==> src/rtl/core/cd_pkg.sv <==
// ----------------------------------------------------------------------------
// cd_pkg: shared types and constants of the circular deque
// sizes of the rotating ring, operation and status codes, pointer helpers
// ----------------------------------------------------------------------------
package cd_pkg;

  localparam int DEPTH  = 1024;
  localparam int DATA_W = 32;
  localparam int OUT_W  = 32;
  localparam int CAP_W  = 11;
  localparam int IDX_W  = (DEPTH > 1) ? $clog2(DEPTH) : 1;
  localparam int CNT_W  = $clog2(DEPTH + 1);
  localparam int CMP_W  = (CAP_W > CNT_W) ? CAP_W : CNT_W;

  localparam logic [CAP_W-1:0] CAP_RST = CAP_W'(1024);

  localparam logic [1:0] OP_PUSH_FRONT = 2'd0;
  localparam logic [1:0] OP_PUSH_BACK  = 2'd1;
  localparam logic [1:0] OP_POP_FRONT  = 2'd2;
  localparam logic [1:0] OP_POP_BACK   = 2'd3;

  localparam logic [1:0] ST_OK    = 2'd0;
  localparam logic [1:0] ST_FULL  = 2'd1;
  localparam logic [1:0] ST_EMPTY = 2'd2;

  typedef logic [DATA_W-1:0] data_t;
  typedef logic [IDX_W-1:0]  idx_t;
  typedef logic [CNT_W-1:0]  cnt_t;

  typedef enum logic [1:0] {
    ST_IDLE,
    ST_SEEK,
    ST_HOLD
  } state_e;

  // write request from the controller into the ring
  typedef struct packed {
    logic  wr_en;
    data_t wr_data;
  } ring_ctl_t;

  // pointer step forward, wraps to 0 at the capacity
  function automatic idx_t ptr_inc(idx_t p, cnt_t cap);
    cnt_t n;
    n = CNT_W'(p) + CNT_W'(1);
    return (n >= cap) ? '0 : IDX_W'(n);
  endfunction

  // pointer step back, wraps to capacity-1 from 0 or from the capacity or beyond
  function automatic idx_t ptr_dec(idx_t p, cnt_t cap);
    idx_t r;
    if (p == '0 || CNT_W'(p) >= cap) begin
      r = IDX_W'(cap - CNT_W'(1));
    end else begin
      r = p - IDX_W'(1);
    end
    return r;
  endfunction

endpackage

==> src/rtl/core/cd_cell.sv <==
// ----------------------------------------------------------------------------
// cd_cell: one entry of the rotating ring
// takes its neighbor's entry every cycle, or the write data when selected
// ----------------------------------------------------------------------------
module cd_cell (
  input  logic          clk_i,
  input  cd_pkg::data_t shift_i,
  input  logic          wr_en_i,
  input  cd_pkg::data_t wr_data_i,
  output cd_pkg::data_t data_o
);
  import cd_pkg::*;

  data_t data_q;
  data_t data_d;

  assign data_d = wr_en_i ? wr_data_i : shift_i;

  always_ff @(posedge clk_i) begin
    data_q <= data_d;
  end

  assign data_o = data_q;

endmodule

==> config.mk <==
export PLATFORM = sky130hd
export DESIGN_NAME = cd_cell
export DESIGN_NICKNAME = d
export VERILOG_FILES = /design/src/rtl/core/cd_pkg.sv /design/src/rtl/core/cd_cell.sv
export SDC_FILE = /design/constraint.sdc
export NUM_CORES = 1
export LEC_CHECK = 0
export ABC_CLOCK_PERIOD_IN_PS = 840
export BUFFER_PORTS_ARGS = -buffer_cell sky130_fd_sc_hd__buf_2
export CORE_AREA = 2 2 72 74
export CTS_CLUSTER_DIAMETER = 100
export DETAILED_ROUTE_END_ITERATION = 10
export DIE_AREA = 0 0 74 76
export GPL_ROUTABILITY_DRIVEN = 1
export PLACE_DENSITY = 0.66
export SYNTH_ARGS = -nofsm -noshare
export SYNTH_HDL_FRONTEND = slang
export SYNTH_SLANG_ARGS = --single-unit
==> constraint.sdc <==
create_clock -name clk_i -period 0.84 [get_ports clk_i]
set_input_delay 0.084 -clock clk_i [delete_from_list [all_inputs] [get_ports clk_i]]
set_output_delay 0.084 -clock clk_i [all_outputs]
set_load 0.005 [all_outputs]
# Yosys cells after proc, flatten, opt, wreduce, memory -nomap -nowiden
# Cells that the tools add are included.
# totals
register_bits	32
in_bits	66
output_inout_bits	32
wordCells	2
# op_classes
muxes	1
# op_table
operator	n
2-to-1 mux 32 bit	1

# Longest topological paths before layout
# logic_depth
ltp_word	1
depth_mapped	3
ltp_nobuf	1

# Worst setup path after synthesis
# OpenSTA, ideal clock, no wires.
# synth_timing
path_type	input to register
startpoint	input port wr_en_i
endpoint	register data_q[0] (netlist: data_o[0])
setup_ns	0.121
arrival_ns	0.625
required_time_ns	0.719
setup_slack_ns	0.094
stages	3
n_path_buf	2
path_cell_list	buf_6 buf_12 mux2_4
# synth_via
elab_chain_len	1
# synth_lines
item	line_no	rtl
start: declaration	cd_cell.sv:8	input logic wr_en_i,
2-to-1 mux 32 bit	cd_cell.sv:17	assign data_d = wr_en_i ? wr_data_i : shift_i;
via data_d[0]	cd_cell.sv:15	data_t data_d;
end signal: assignment	cd_cell.sv:20	data_q <= data_d;
end: declaration	cd_cell.sv:14	data_t data_q;
# The timed path passes the listed nets, and every way through them passes these cells.

# Worst setup path after layout
# layout_timing
startpoint	register data_q[13] (netlist: data_o[13])
endpoint	output port data_o[13]
# layout_rtl
item	line_no	rtl
end: declaration	cd_cell.sv:10	output cd_pkg::data_t data_o
# No word-level cell between the ends.

==> qor.yml <==
grt_usage_pct: 9.28
wire_per_inst_um: 10.9
largest_register_ff_count: 32
seqPwrFrac_pct: 48.9
grt_pass1_wl_um: 3880
powerDensity_nw_per_um2: 1870
mostFrequentLayoutCell: "buf_2"
switching_share_pct: 21.4
fin_area_um2: 1820
synth.avg_cell_area_um2: 17.4
syn_inst: 68
path_max_fanout: 1
slew_headroom_pct: 90.2
routedLengthMet1_um: 959
die_w_um: 74
vias_per_cell: 3.63
rsz0062_at_grt: "no"
cts_resized: 0
yosysSeqAreaShare_pct: 54.1
grt_max_degree: 16
clkTransAtPathRegs_ns: 0.07
vias: 876
worstPathRequired_ns: 0.76
fin_crit_sh_pct: 93.0
grt_pass1_vias: 860
gp_congestion: 0.708
cap_violations: 0
dp_hpwl_um: 2200
antenna_found_initial: 0
die-area_um2: 5620
p_total_mw: 3.41
netlist.area_leader.share_pct: 54.1
hold_buffers: 0
numCtsBuffers: 5
path_cells: "buf_2"
clkSinkCount: 32
vdd_drop_max_mv: 1.01
clock_path_buffers: 2
synth_nets: 134
drive_gt1_share_pct: 80.7
worstMarginPinSlew_ns: 0.147
path_class: "register to primary output"
max_stage_delay_ns: 0.30
cp_data_arrival_time_ns: 0.70
coreArea_um2: 4910
synth_area_leader_cell: "dfxtp_1"
met3_length_um: 224
wirelength_um: 2640
max_freq_mhz: 1280
drtIter0Drc: 13
cts_root_buf: "clkbuf_8"
min_path_type: "input port to register"
ioPinCount: 98
grt.overflow.total: 0
drcViolationCount: 0
outcome: "completed"
end_kind: "primary output"
n_antenna_cell: 0
place_area_um2: 1730
setup_viol: 0
period_minus_slack_ns: 0.781
switchingPower_uw: 730
nets: 236
postCtsSetupBuffers: 0
nFillCells: 493
start_util_pct: 24.1
post-route-util_pct: 37.1
h-tree-depth: 2
met2_length_um: 1410
tritoncts: "yes"
synth_area_um2: 1180
syn_to_final_growth_pct: 53.6
hold_viol_final: 0
mostFrequentLayoutCells: "buf_2 (97), dfxtp_1 (32), mux2_4 (30), clkbuf_8 (6)"
rows: 26
port_buffers: 97
startpoint_type: "register"
drtPass1Iterations: 3
final_antenna_net_count: 0
yosys-top-cells-area: "dfxtp_1 (54%), mux2_4 (38%), buf_12 (5.1%), mux2_2 (1.9%), buf_6 (0.95%)"
comb_power_share_pct: 16.0
crit_family: "flip-flops"
power.leakage_nw: 0.969
power.share.clock_pct: 35.1
yosysUniqueCellTypes: 5
highest_layer: "met4"
synth-seq-cells: 32
p_int_mw: 2.68
die_h_um: 76
cp_num_buf_inv: 1
slew_violations: 0
yosysWarnings: 0
critPathSlowestCell: "dfxtp_1"
[power by group through the flow]
stage	combinational (mW)	clock [mW]	sequential (mW)
2_1_floorplan	0.261	0	1.72
4_1_cts	0.555	1.27	1.67
5_1_grt	0.589	1.33	1.68
3_5_place_dp	0.555	0	1.70
3_3_place_gp	0.546	0	1.70
6_report	0.544	1.20	1.67
[Yosys cell counts]
library cell,number
buf_12,3
buf_6,1
mux2_4,30
mux2_2,2
dfxtp_1,32
[cell families after synthesis]
group | synth area share [%]
buffers and inverters | 6.02
DFF | 54.1
muxes | 39.9
[metal layers]
metal,vias up,track usage [%]
met5,-,0
met4,0,3.82
met3,5,4.37
met2,45,16.4
met1,391,8.99
li1,435,-
[per-stage QoR]
stage / setup WS (ns) / hold WS [ns] / cells / setup TNS, ns
floorplan: 0.0936 / 0.227 / 68 / 0
global placement: -0.0371 / 0.309 / 233 / -0.814
detailed placement: -0.0380 / 0.312 / 233 / -0.947
CTS: 0.0289 / 0.0162 / 241 / 0
global route: 0.0118 / 0.00847 / 241 / 0
finish: 0.0590 / 0.0287 / 241 / 0
[cell type report]
cell class	count	area, µm²	area share (%)
sequential	32	641	35.2
timing repair buffer	99	526	28.9
multi-input combinational	32	473	26.0
tap	70	87.6	4.81
clock buffer	7	86.3	4.74
clock inverter	1	7.51	0.412
[worst paths after layout]
kind                                from                 end  slack (ns)  cells past startpoint
worst max-delay path  data_o[13]$_DFF_P_          data_o[13]        0.06                      1
worst min-delay path         shift_i[14]  data_o[14]$_DFF_P_        0.03                      2
Power figures use the tool's default switching activity.
