===== config.mk =====
export PLATFORM = sky130hd
export DESIGN_NAME = cd_ctrl_flat
export DESIGN_NICKNAME = d
export VERILOG_FILES = /design/src/rtl/core/cd_pkg.sv /design/src/rtl/core/cd_intf.sv /design/src/rtl/core/cd_ctrl.sv /design/src/flat_wrapper.sv
export SDC_FILE = /design/constraint.sdc
export NUM_CORES = 1
export LEC_CHECK = 0
export ABC_CLOCK_PERIOD_IN_PS = 11200
export BUFFER_PORTS_ARGS = -buffer_cell sky130_fd_sc_hd__buf_2
export CORE_MARGIN = 4
export CORE_UTILIZATION = 62
export DETAILED_ROUTE_END_ITERATION = 10
export PLACE_DENSITY = 0.95
export SETUP_SLACK_MARGIN = 0.02
export SYNTH_ARGS = -nofsm -noshare
export SYNTH_HDL_FRONTEND = slang
export SYNTH_SLANG_ARGS = --single-unit

===== constraint.sdc =====
create_clock -name clk_i -period 11.2 [get_ports clk_i]
set_input_delay 1.12 -clock clk_i [delete_from_list [all_inputs] [get_ports clk_i]]
set_output_delay 1.12 -clock clk_i [all_outputs]
set_load 0.01 [all_outputs]

===== src/rtl/core/cd_pkg.sv =====
// ----------------------------------------------------------------------------
// cd_pkg: shared types and constants of the circular deque
// sizes of the rotating ring, operation and status codes, pointer helpers
// ----------------------------------------------------------------------------
package cd_pkg;

  localparam int DEPTH  = 1024;
  localparam int DATA_W = 32;
  localparam int OUT_W  = 32;
  localparam int CAP_W  = 11;
  localparam int IDX_W  = (DEPTH > 1) ? $clog2(DEPTH) : 1;
  localparam int CNT_W  = $clog2(DEPTH + 1);
  localparam int CMP_W  = (CAP_W > CNT_W) ? CAP_W : CNT_W;

  localparam logic [CAP_W-1:0] CAP_RST = CAP_W'(1024);

  localparam logic [1:0] OP_PUSH_FRONT = 2'd0;
  localparam logic [1:0] OP_PUSH_BACK  = 2'd1;
  localparam logic [1:0] OP_POP_FRONT  = 2'd2;
  localparam logic [1:0] OP_POP_BACK   = 2'd3;

  localparam logic [1:0] ST_OK    = 2'd0;
  localparam logic [1:0] ST_FULL  = 2'd1;
  localparam logic [1:0] ST_EMPTY = 2'd2;

  typedef logic [DATA_W-1:0] data_t;
  typedef logic [IDX_W-1:0]  idx_t;
  typedef logic [CNT_W-1:0]  cnt_t;

  typedef enum logic [1:0] {
    ST_IDLE,
    ST_SEEK,
    ST_HOLD
  } state_e;

  // write request from the controller into the ring
  typedef struct packed {
    logic  wr_en;
    data_t wr_data;
  } ring_ctl_t;

  // pointer step forward, wraps to 0 at the capacity
  function automatic idx_t ptr_inc(idx_t p, cnt_t cap);
    cnt_t n;
    n = CNT_W'(p) + CNT_W'(1);
    return (n >= cap) ? '0 : IDX_W'(n);
  endfunction

  // pointer step back, wraps to capacity-1 from 0 or from the capacity or beyond
  function automatic idx_t ptr_dec(idx_t p, cnt_t cap);
    idx_t r;
    if (p == '0 || CNT_W'(p) >= cap) begin
      r = IDX_W'(cap - CNT_W'(1));
    end else begin
      r = p - IDX_W'(1);
    end
    return r;
  endfunction

endpackage


===== src/rtl/core/cd_intf.sv =====
// ----------------------------------------------------------------------------
// cd_intf: valid/ready channels of the circular deque
// request words, response words and the capacity write channel
// ----------------------------------------------------------------------------
interface cd_req_if;
  logic               valid;
  logic               ready;
  logic [1:0]         op;
  logic signed [31:0] value;

  modport source (output valid, output op, output value, input ready);
  modport sink   (input valid, input op, input value, output ready);
endinterface

interface cd_rsp_if;
  logic               valid;
  logic               ready;
  logic [1:0]         status;
  logic signed [31:0] popped_value;

  modport source (output valid, output status, output popped_value, input ready);
  modport sink   (input valid, input status, input popped_value, output ready);
endinterface

interface cd_cfg_if;
  logic        valid;
  logic        ready;
  logic [10:0] data;

  modport source (output valid, output data, input ready);
  modport sink   (input valid, input data, output ready);
endinterface


===== src/rtl/core/cd_ctrl.sv =====
// ----------------------------------------------------------------------------
// cd_ctrl: deque sequencer
// head, tail, count and capacity; waits for the entry at the ring port
// ----------------------------------------------------------------------------
module cd_ctrl (
  input  logic              clk_i,
  input  logic              rst_ni,
  cd_cfg_if.sink            cfg,
  cd_req_if.sink            req,
  cd_rsp_if.source          rsp,
  input  cd_pkg::data_t     port_data_i,
  output cd_pkg::ring_ctl_t ring_o
);
  import cd_pkg::*;

  state_e st_q, st_d;
  idx_t   head_q, head_d;
  idx_t   tail_q, tail_d;
  cnt_t   count_q, count_d;
  idx_t   rot_q, rot_d;
  idx_t   target_q, target_d;
  logic   is_wr_q, is_wr_d;
  data_t  wdata_q, wdata_d;
  logic [CAP_W-1:0] cap_q;

  logic              res_load;
  logic [1:0]        res_status_q, res_status_d;
  logic [OUT_W-1:0]  res_val_q, res_val_d;

  logic              out_valid_q, out_valid_d;
  logic              out_load;
  logic [1:0]        out_status_q, out_status_d;
  logic [OUT_W-1:0]  out_val_q, out_val_d;

  logic              out_free;
  logic [CMP_W-1:0]  cap_wide;
  cnt_t              cap_eff;
  idx_t              dec_head;
  idx_t              dec_tail;
  logic [1:0]        fin_status;
  logic [OUT_W-1:0]  fin_val;

  // capacity zero acts as one, above the ring size saturates
  always_comb begin
    cap_wide = CMP_W'(cap_q);
    if (cap_wide == '0) begin
      cap_eff = CNT_W'(1);
    end else if (cap_wide > CMP_W'(DEPTH)) begin
      cap_eff = CNT_W'(DEPTH);
    end else begin
      cap_eff = CNT_W'(cap_wide);
    end
  end

  assign dec_head  = ptr_dec(head_q, cap_eff);
  assign dec_tail  = ptr_dec(tail_q, cap_eff);
  assign out_free  = !out_valid_q || rsp.ready;
  assign cfg.ready = 1'b1;

  always_comb begin
    st_d         = st_q;
    head_d       = head_q;
    tail_d       = tail_q;
    count_d      = count_q;
    target_d     = target_q;
    is_wr_d      = is_wr_q;
    wdata_d      = wdata_q;
    rot_d        = (rot_q == IDX_W'(DEPTH - 1)) ? '0 : rot_q + IDX_W'(1);
    req.ready    = 1'b0;
    ring_o       = '{wr_en: 1'b0, wr_data: wdata_q};
    fin_status   = ST_OK;
    fin_val      = '0;
    out_load     = 1'b0;
    res_load     = 1'b0;

    case (st_q)
      ST_IDLE: begin
        req.ready = 1'b1;
        if (req.valid) begin
          wdata_d = DATA_W'(req.value);
          is_wr_d = (req.op == OP_PUSH_FRONT) || (req.op == OP_PUSH_BACK);
          if (is_wr_d && count_q >= cap_eff) begin
            fin_status = ST_FULL;
          end else if (!is_wr_d && count_q == '0) begin
            fin_status = ST_EMPTY;
          end
          if (fin_status != ST_OK) begin
            if (out_free) begin
              out_load = 1'b1;
            end else begin
              res_load = 1'b1;
              st_d     = ST_HOLD;
            end
          end else begin
            st_d = ST_SEEK;
            case (req.op)
              OP_PUSH_FRONT: begin
                count_d = count_q + CNT_W'(1);
                if (count_q == '0) begin
                  target_d = head_q;
                  tail_d   = ptr_inc(tail_q, cap_eff);
                end else begin
                  target_d = dec_head;
                  head_d   = dec_head;
                end
              end
              OP_PUSH_BACK: begin
                count_d  = count_q + CNT_W'(1);
                target_d = tail_q;
                tail_d   = ptr_inc(tail_q, cap_eff);
              end
              OP_POP_FRONT: begin
                count_d  = count_q - CNT_W'(1);
                target_d = head_q;
                head_d   = ptr_inc(head_q, cap_eff);
              end
              default: begin
                count_d  = count_q - CNT_W'(1);
                target_d = dec_tail;
                tail_d   = dec_tail;
              end
            endcase
          end
        end
      end

      ST_SEEK: begin
        // entry at the port matches: write the new value in or take the entry out
        if (rot_q == target_q) begin
          ring_o.wr_en = is_wr_q;
          if (!is_wr_q) begin
            fin_val = OUT_W'(signed'(port_data_i));
          end
          if (out_free) begin
            out_load = 1'b1;
            st_d     = ST_IDLE;
          end else begin
            res_load = 1'b1;
            st_d     = ST_HOLD;
          end
        end
      end

      ST_HOLD: begin
        fin_status = res_status_q;
        fin_val    = res_val_q;
        if (out_free) begin
          out_load = 1'b1;
          st_d     = ST_IDLE;
        end
      end

      default: begin
        st_d = ST_IDLE;
      end
    endcase
  end

  assign res_status_d = res_load ? fin_status : res_status_q;
  assign res_val_d    = res_load ? fin_val : res_val_q;
  assign out_status_d = out_load ? fin_status : out_status_q;
  assign out_val_d    = out_load ? fin_val : out_val_q;
  assign out_valid_d  = out_load ? 1'b1 : (rsp.ready ? 1'b0 : out_valid_q);

  always_ff @(posedge clk_i or negedge rst_ni) begin
    if (!rst_ni) begin
      st_q        <= ST_IDLE;
      head_q      <= '0;
      tail_q      <= '0;
      count_q     <= '0;
      rot_q       <= '0;
      cap_q       <= CAP_RST;
      out_valid_q <= 1'b0;
    end else begin
      st_q        <= st_d;
      head_q      <= head_d;
      tail_q      <= tail_d;
      count_q     <= count_d;
      rot_q       <= rot_d;
      out_valid_q <= out_valid_d;
      if (cfg.valid) begin
        cap_q <= cfg.data;
      end
    end
  end

  always_ff @(posedge clk_i) begin
    target_q     <= target_d;
    is_wr_q      <= is_wr_d;
    wdata_q      <= wdata_d;
    res_status_q <= res_status_d;
    res_val_q    <= res_val_d;
    out_status_q <= out_status_d;
    out_val_q    <= out_val_d;
  end

  assign rsp.valid        = out_valid_q;
  assign rsp.status       = out_status_q;
  assign rsp.popped_value = signed'(out_val_q);

endmodule


===== src/flat_wrapper.sv =====
// flat-port wrapper written by rule: the top's interface ports become plain ports
module cd_ctrl_flat import cd_pkg::*;
  (clk_i, rst_ni, port_data_i, ring_o, cfg_valid, cfg_data, cfg_ready, req_valid, req_op, req_value, req_ready, rsp_valid, rsp_status, rsp_popped_value, rsp_ready);
  cd_cfg_if cfg_i ();
  cd_req_if req_i ();
  cd_rsp_if rsp_i ();
  input  logic clk_i;
  input  logic rst_ni;
  input  cd_pkg::data_t port_data_i;
  output cd_pkg::ring_ctl_t ring_o;
  input wire logic [$bits(cfg_i.valid)-1:0] cfg_valid;
  input wire logic [$bits(cfg_i.data)-1:0] cfg_data;
  output wire logic [$bits(cfg_i.ready)-1:0] cfg_ready;
  input wire logic [$bits(req_i.valid)-1:0] req_valid;
  input wire logic [$bits(req_i.op)-1:0] req_op;
  input wire logic [$bits(req_i.value)-1:0] req_value;
  output wire logic [$bits(req_i.ready)-1:0] req_ready;
  output wire logic [$bits(rsp_i.valid)-1:0] rsp_valid;
  output wire logic [$bits(rsp_i.status)-1:0] rsp_status;
  output wire logic [$bits(rsp_i.popped_value)-1:0] rsp_popped_value;
  input wire logic [$bits(rsp_i.ready)-1:0] rsp_ready;
  assign cfg_i.valid = cfg_valid;
  assign cfg_i.data = cfg_data;
  assign cfg_ready = cfg_i.ready;
  assign req_i.valid = req_valid;
  assign req_i.op = req_op;
  assign req_i.value = req_value;
  assign req_ready = req_i.ready;
  assign rsp_valid = rsp_i.valid;
  assign rsp_status = rsp_i.status;
  assign rsp_popped_value = rsp_i.popped_value;
  assign rsp_i.ready = rsp_ready;
  cd_ctrl u_core (.clk_i(clk_i), .rst_ni(rst_ni), .cfg(cfg_i), .req(req_i), .rsp(rsp_i), .port_data_i(port_data_i), .ring_o(ring_o));
endmodule

### Word level (Yosys, flattened, before mapping)

Index checks and enable logic that the tools add are counted.

* bits in registers: 166
* input port bits: 82
* output and inout bits: 70
* logic and storage cells: 108

* add/subtract/negate cells: 8
* magnitude comparators: 6
* eq/ne operators: 11
* mux-type cells: 44
* bitwise logic cells: 2
* reductions and logical operators: 23

Operators with widths (number)
* $mux 10: 7
* $mux 32: 2
* $pmux 32 s2: 1
* $pmux 10 s3: 2
* $ge 11x11->1: 3
* $mux 11: 3
* $sub 10x1->10 const B: 3
* $add 10x1->11 const B: 2
* $ge 10x11->1: 2
* $logic_not 11->1: 2
* $mux 2: 11
* $logic_not 10->1: 2
* $pmux 10 s2: 1
* $mux 1: 13
* $add 11x1->11 const B: 1
* $gt 11x11->1 const B: 1
* $sub 11x1->11 const B: 1
* $add 10x1->10 const B: 1
* $eq 10x10->1: 1
* $eq 10x10->1 const B: 1
* $reduce_and 4->1: 2
* $pmux 2 s3: 1
* $reduce_bool 2->1: 3
* $reduce_and 5->1: 1
* 16 further kinds: 27

### Logic depth before layout (Yosys ltp)

Gate-level depths: netlist of run 1.

* depth after elaboration: 13
* mapped depth: 15
* depth with buffers taken out: 13

### Worst setup path after synthesis of run 1

No wires, ideal clock.

* path kind: flip-flop to flip-flop
* from: register u_core.cap_q[5]
* to: register u_core.out_val_q[0] (netlist: u_core.rsp.popped_value[0]) (enable)
* arrival: 3.948 ns
* data required time: 10.775 ns
* setup slack: 6.827 ns
* cell stages (with the launch flop): 13
* path buffers: 1
* clock period less this slack: 4.373 ns
* path through: dfrtp_1 buf_6 or4_4 o41ai_4 nand2_1 ha_1 nand2_1 nand4_1 a21oi_1 a21o_1 o21ai_0 o21bai_1 nor2_1

* word-level cells in the longest chain between the ends: 12

RTL lines
* start: declaration: RTL line cd_ctrl.sv:24 `logic [CAP_W-1:0] cap_q;`
* start signal: assignment: RTL line cd_ctrl.sv:182 `cap_q <= cfg.data;`
* $gt 11x11->1: RTL line cd_ctrl.sv:48 `end else if (cap_wide > CMP_W'(DEPTH)) begin`
* $mux 11: RTL line cd_ctrl.sv:48
* $mux 11 (*): RTL line cd_ctrl.sv:46 `if (cap_wide == '0) begin`
* $ge 11x11->1 (*): RTL line cd_ctrl.sv:82 `if (is_wr_d && count_q >= cap_eff) begin`
* $logic_and 1x1->1 (*): RTL line cd_ctrl.sv:82
* $mux 2 (*): RTL line cd_ctrl.sv:82
* $mux 2 (*): RTL line cd_ctrl.sv:79 `if (req.valid) begin`
* $mux 2 (*): RTL line cd_ctrl.sv:76 `case (st_q)`
* $reduce_bool 2->1 (*): RTL line cd_ctrl.sv:87 `if (fin_status != ST_OK) begin`
* $mux 1 (*): RTL line cd_ctrl.sv:87
* $mux 1 (*): RTL line cd_ctrl.sv:79
* $pmux 1 s3 (*): RTL line cd_ctrl.sv:76
* via u_core.out_load: RTL line cd_ctrl.sv:31 `logic out_load;`
* end signal: assignment: RTL line cd_ctrl.sv:194 `out_val_q <= out_val_d;`
* end: declaration: RTL line cd_ctrl.sv:33 `logic [OUT_W-1:0] out_val_q, out_val_d;`

Mark *: on every way through the listed nets, which the timed path passes. The rest lies on a longest branch. The select of a mux whose other input is x is not followed.
A chain may end at the register's enable or synchronous reset.

### Worst setup path in the final report of run 1

* from: register u_core.cap_q[5]
* to: register u_core.target_q[2] (data pin)

* word-level cells in the longest chain between the ends: 8

RTL lines
* $gt 11x11->1: RTL line cd_ctrl.sv:48
* $mux 11: RTL line cd_ctrl.sv:48
* $mux 11 (*): RTL line cd_ctrl.sv:46
* $ge 10x11->1: RTL line cd_pkg.sv:52 `if (p == '0 || CNT_W'(p) >= cap) begin`
* $logic_or 1x1->1: RTL line cd_pkg.sv:52
* $mux 10: RTL line cd_pkg.sv:52
* $mux 10: RTL line cd_ctrl.sv:99 `if (count_q == '0) begin`
* $pmux 10 s3 (*): RTL line cd_ctrl.sv:96 `case (req.op)`
* end signal: assignment: RTL line cd_ctrl.sv:188 `target_q <= target_d;`
* end: declaration: RTL line cd_ctrl.sv:21 `idx_t target_q, target_d;`

Mark *: on every way between the ends. The rest lies on a longest branch, timed or not.

==> qor.yml, run 1 <==
status: "finished clean"
design.core.area_mm2: 0.01583
viasPerCell: 6.430
synth.top_cell.area_share_pct: 33.46
synth_top_family_by_area: "compound AO/OA/AOI/OAI gates"
synth_edf_count: 111
synthTopCellsByArea: "edfxtp_1 (33%), dfrtp_1 (14%), ha_1 (9.3%), a22oi_1 (2.9%), xnor2_1 (2.5%)"
firstDrtPassIters: 5
layout-drive-gt1-share_pct: 21.28
fillCellCount: 1044
grt_max_degree: 56
clock_power_share_pct: 20.1
netlist_area_mm2: 0.009962
gp_congestion: 0.9640
p_int_mw: 1.700
design.die.area_mm2: 0.01816
muxShareOfSynthArea_pct: 3.303
hold_start: "u_core.rot_q[8]"
synth-compound-area-share_pct: 16.38
clock_latency_ns: 0.44
p_leak_nw: 4.644
clk_pin_slew_ns: 0.08
syn_to_final_growth_pct: 14.67
worst_slew_pin_slew_ns: 1.064
grt_overflow: 0
die_h_um: 134.8
multi_input_area_mm2: 0.004893
timing_worst_setup_path_type: "reg2reg"
seq_area_frac_synth_pct: 47.29
syn_inst: 939
crit_slowest_cell: "o21ai_2"
wl_um: 25940
final_area_mm2: 0.01142
synth_cell_types: 81
first_global_vias: 7955
post-route-util_pct: 72.17
required_ns: 11.35
cp_top_family: "compound AO/OA/AOI/OAI gates"
cts-htree-levels: 4
postCtsHoldBufs: 0
cts_sinks: 166
crit_chain: "or4_4 > o41ai_4 > nand2_1 > ha_1 > and3_1 > nand3_1 > o211a_1 > o21ai_2 > mux2_2 > o22ai_1 > o311ai_0"
cap_viol_max_count: 0
yosysWarnings: 0
regArea_mm2: 0.004711
power_frac_seq_pct: 35.4
cp_slowest_stage_delay_ns: 0.82
max_freq_mhz: 227.3
cts_tree: "done"
ctsRootBufferMaster: "clkbuf_16"
grt_usage_pct: 28.64
synthAdderAreaFrac_pct: 9.495
critical_path.startpoint: "u_core.cap_q[5]"
clockBufferDepth: 2
remaining_drc_errors: 0
slew_headroom_pct: 29.07
hold_viol: 0
cp_max_fo: 25
grt_pass1_wl_um: 41300
die_w_um: 134.8
postPlaceCellArea_mm2: 0.01082
rr_startpoint: "u_core.cap_q[5]"
n_antenna_cell: 0
end_kind: "flop"
start_util_pct: 62.94
finalSetupViolCount: 0
dr.first_iter.drc_count: 875
rsz0062_at_grt: "no"
synthFlopType: "edfxtp_1"
nets: 1220
sw_frac_of_total_pct: 41.91
ys_ff_latch: 166
cts_made_buffers: 17
critPathLaunchType: "flop"
combPwrFrac_pct: 44.5
post-route-min-period_ns: 4.399
postCtsSetupBuffers: 0
ant_nets: 0
drv_slew: 0
critPathBufInv: 0
wl_per_cell_um: 20.08
synth_xor_area_share_pct: 4.396
p_switching_mw: 1.227
power_density_mw_per_mm2: 256.2
yosysMostFrequentCell: "edfxtp_1"
setup_tns_ns: 0
vdd_drop_max_mv: 0.1595
vias: 8307
synth_area_leader_cell: "edfxtp_1"
fin_crit_sh_pct: 39.27
power_mw: 2.927
worstHoldPathType: "reg2reg"
syn_area_per_cell_um2: 10.61
hpwl_um: 18160
antenna_found_initial: 0
synthSimpleGateAreaFrac_pct: 15.46
async_flop_share_pct: 33.13
skew_ns: 0.01246
rows: 46
num_io_pins: 152
syn_nets: 1096
synth_commonest_cells: "edfxtp_1 (111), ha_1 (74), nor2_1 (59), nand2_1 (58), dfrtp_1 (54)"
cp.arrival_ns: 4.55
port_buffers: 150
cts_resized: 0
## cells by family (layout without fill, tap and decap cells)
family          Yosys count  in the layout
other cells               1              1
buf+inv                  88            225
simple gates            293            293
flops                   166            166
compound gates          236            236
xor+xnor                 50             50
fa+ha+maj                75             75
mux                      30             30
## cell type report
type	instances	share of cell area, %
Tap cell	216	2.366
Inverter	34	1.117
Sequential cell	166	41.24
Multi-Input combinational cell	685	42.84
Timing Repair Buffer	159	7.163
Clock inverter	15	1.555
Clock buffer	17	3.724
## layer usage
layer	vias to the layer above	part of all wire, %	track usage [%]
li1	3789	-	-
met1	3940	39	38.03
met2	515	47	46.86
met3	63	10	6.371
met4	0	2.9	9.842
met5	-	0	0
## final timing paths
| path | cells after the start | slack (ns) | endpoint |
|---|---|---|---|
| worst min-delay path | 1 | 0.53 | u_core.rot_q[8] |
| worst min register to register | 1 | 0.53 | u_core.rot_q[8] |
| min in group asynchronous | 2 | 0.84 | u_core.cap_q[9] |
| worst max-delay path | 11 | 6.80 | u_core.target_q[2] |
| worst max register to register | 11 | 6.80 | u_core.target_q[2] |
| max in group asynchronous | 2 | 9.83 | u_core.rot_q[2] |
## sequential cells by signal, indices dropped and copies added, names as in the netlist
| signal | cells |
|---|---|
| u_core.target_q | 10 |
| u_core.cap_q | 11 |
| u_core.rsp.popped_value | 32 |
| u_core.res_status_q | 2 |
| u_core.wdata_q | 32 |
| u_core.is_wr_q | 1 |
| u_core.st_q | 2 |
| u_core.tail_q | 10 |
| u_core.res_val_q | 32 |
| u_core.count_q | 11 |
| u_core.rot_q | 10 |
| u_core.rsp.valid | 1 |
| u_core.rsp.status | 2 |
| u_core.head_q | 10 |
## power groups by stage
stage | registers [mW] | logic, mW | clock network (mW)
finish | 1.04 | 1.30 | 0.589
global route | 1.05 | 1.43 | 0.626
CTS | 1.03 | 1.28 | 0.595
detailed placement | 1.04 | 1.27 | 0
global placement | 1.03 | 1.22 | 0
floorplan | 0.975 | 0.977 | 0
## placed cells by master, fill, tap and decap left out, drive strengths merged, types with 9 or more instances in the layout
| cell | instances |
|---|---|
| nand4 | 11 |
| xor2 | 21 |
| o21a | 9 |
| nand3 | 26 |
| and3 | 16 |
| ha | 74 |
| nor3 | 20 |
| mux2 | 20 |
| nand2 | 58 |
| a22oi | 39 |
| nor2 | 61 |
| a21oi | 34 |
| o211ai | 11 |
| clkbuf | 17 |
| buf | 159 |
| xnor2 | 29 |
| nor4 | 13 |
| mux2i | 10 |
| or3 | 9 |
| dfrtp | 54 |
| nor2b | 40 |
| o21ai | 60 |
| edfxtp | 111 |
| inv | 42 |
## stage by stage
stage                     worst slack (ns)  hold WS [ns]  instances
after floorplan                      6.827        0.4776        939
after global placement               7.018        0.4990       1260
after detailed placement             6.892        0.5059       1260
after CTS                            6.852        0.5235       1292
after global routing                 6.463        0.5591       1292
final                                6.801        0.5257       1292
Note: power is estimated with default switching activity, not from simulation.
==> inputs of run 2 (changes only) <==
Settings changed: ABC_AREA set to 1, ABC_CLOCK_PERIOD_IN_PS 11200 to 4570, CORE_UTILIZATION 62 to 58, PLACE_DENSITY 0.95 to 0.92.
Clock period 11.2 ns to 4.57 ns, I/O delays scaled along.
==> qor.yml, run 2 <==
cts_sinks: 166
final_area_mm2: 0.01156
power_frac_seq_pct: 33.8
design.core.area_mm2: 0.01670
clockBufferDepth: 2
grt_pass1_wl_um: 42390
syn_to_final_growth_pct: 15.86
skew_ns: 0.01157
hold_ws_ns: 0.1419
cp.arrival_ns: 4.22
cts_made_buffers: 17
power_density_mw_per_mm2: 602.5
vias: 8710
hold_viol: 0
cts-htree-levels: 4
met1_usage_pct: 33.42
cts_tree: "done"
sw_frac_of_total_pct: 44.45
yosysMostFrequentCell: "nand2_1"
cp_max_fo: 19
postPlaceCellArea_mm2: 0.01092
seq_area_frac_synth_pct: 47.23
post-route-min-period_ns: 4.096
slew_headroom_pct: 18.49
synth_commonest_cells: "nand2_1 (278), edfxtp_1 (111), inv_1 (95), a21oi_1 (77), nand3_1 (75)"
drv_slew: 0
required_ns: 4.69
dr.first_iter.drc_count: 836
ctsRootBufferMaster: "clkbuf_16"
num_io_pins: 152
yosysWarnings: 0
wl_per_cell_um: 17.90
first_global_vias: 8265
syn_area_per_cell_um2: 8.986
viasPerCell: 5.842
gr-usage-met3_pct: 4.655
netlist_area_mm2: 0.009975
dpl.cell_count: 1459
rsz0062_at_grt: "no"
synthTopCellsByArea: "edfxtp_1 (33%), dfrtp_1 (14%), nand2_1 (10%), ha_1 (9.3%), a21oi_1 (3.9%)"
cp_slowest_stage_delay_ns: 0.50
end_kind: "flop"
critPathLaunchType: "flop"
p_switching_mw: 3.095
combPwrFrac_pct: 44.6
layout-drive-gt1-share_pct: 19.67
status: "finished clean"
clk_pin_slew_ns: 0.08
finalSetupViolCount: 0
antenna_found_initial: 0
async_flop_share_pct: 33.13
synth.top_cell.area_share_pct: 33.42
fillCellCount: 1201
ys_ff_latch: 166
port_buffers: 150
clock_latency_ns: 0.44
crit_slowest_cell: "inv_1"
synthFlopType: "edfxtp_1"
n_antenna_cell: 0
remaining_drc_errors: 0
ff2ff_setup_slack_ns: 0.47
worstHoldPathType: "in2async"
design.die.area_mm2: 0.01936
max_freq_mhz: 244.1
syn_inst: 1110
die_w_um: 139.1
grt_overflow: 0
fin_crit_sh_pct: 89.64
syn_nets: 1267
grtUsageMet2_pct: 47.25
wl_um: 26690
final_cell_mix: "nand2_1 (278), buf_2 (150), edfxtp_1 (111)"
grt_max_degree: 56
setup_tns_ns: 0
cap_viol_max_count: 0
gp_congestion: 0.9563
cts_resized: 0
synth_cell_types: 54
die_h_um: 139.1
synth_edf_count: 111
layout_commonest_cell: "nand2_1"
timing_worst_setup_path_type: "reg2reg"
nets: 1415
grt_usage_pct: 27.24
crit_chain: "nor2_1 > nand3_2 > o21bai_4 > inv_2 > nor2_1 > inv_1 > ha_1 > nand2_1 > inv_1 > nand3_1 > nor3_1 > nand2_1 > nand3_1 > o21ai_1 > nand2_1 > nand3_1 > nand3b_1 > nand3_1 > inv_1 > buf_4"
p_leak_nw: 5.199
clock_power_share_pct: 21.5
power_mw: 6.963
rows: 47
start_util_pct: 59.72
cpMostUsedCell: "nand3_1"
p_int_mw: 3.868
firstDrtPassIters: 7
vdd_drop_max_mv: 0.3844
postCtsSetupBuffers: 0
hpwl_um: 19500
final_cells: 1491
postCtsHoldBufs: 0
worst_slew_pin_slew_ns: 1.221
ant_nets: 0
top_usage_layer: "met2"
synth_area_leader_cell: "edfxtp_1"
## run 2: changes by cell type after synthesis, sizes merged, moves of 15 or more
cell and delta:
a22oi -38, inv +69, nand4 +17, clkbuf -23, xnor2 -19, nor2 +17
nand3 +56, nor2b -40, nand2 +228, and3 -15, a21oi +44, xor2 +17
## run 2: area by class of cell
cell class	instances	area (um2)	share of cell area, %
clock inverter	15	214.0	1.851
multi-input combinational	802	4672	40.43
inverter	108	410.4	3.551
tap	220	275.3	2.382
timing repair buffer	163	848.3	7.341
clock buffer	17	425.4	3.681
sequential	166	4711	40.76
## run 2: cells by family after synthesis
kind of cell,share of synthesized area (%)
other,0.03760
AND/OR/NAND/NOR,22.69
multiplexers,0.7777
flip-flops,47.23
buffers and inverters,6.046
XOR/XNOR,4.215
adder cells (fa/ha/maj),9.483
AO/OA/AOI/OAI,9.521
## run 2: metal layers
| layer | part of all wire (%) | up-vias |
|---|---|---|
| met5 | 0 | - |
| met4 | 4.3 | 0 |
| met3 | 8.8 | 89 |
| met2 | 49 | 490 |
| met1 | 38 | 4042 |
| li1 | - | 4089 |
## run 2: worst paths after layout
check / start / to / depth (start not counted)
max: u_core.cap_q[1] / u_core.rsp.status[0] / 20
min: rst_ni / u_core.cap_q[6] / 2
max reg2reg: u_core.cap_q[1] / u_core.rsp.status[0] / 20
min reg2reg: u_core.rot_q[2] / u_core.rot_q[2] / 1
max in group asynchronous: rst_ni / u_core.rot_q[7] / 2
min in group clk_i: req_value[23] / u_core.wdata_q[23] / 1
## run 2: power by group through the flow
stage	Combinational, mW	Sequential [mW]	Clock (mW)
finish	3.11	2.36	1.50
global route	3.46	2.38	1.58
CTS	3.05	2.34	1.51
detailed placement	3.00	2.36	0
global placement	2.90	2.36	0
floorplan	2.22	2.30	0
## run 2: stage by stage
| step | setup slack [ns] | util (%) |
|---|---|---|
| after floorplan | 0.2294 | - |
| after global placement | 0.7344 | 65.37 |
| after detailed placement | 0.5316 | 65.37 |
| after CTS | 0.5174 | 69.19 |
| after global routing | 0.1695 | 69.19 |
| final | 0.4737 | 69.19 |
## run 2: worst max-delay path, delay by kind of cell, from the launching register on
kind | cells | cell delay, ns
and+or+nand+nor | 12 | 1.47
buffers and inverters | 5 | 1.11
AOI/OAI and AO/OA | 2 | 0.46
DFF | 1 | 0.43
adders and majority gates | 1 | 0.30
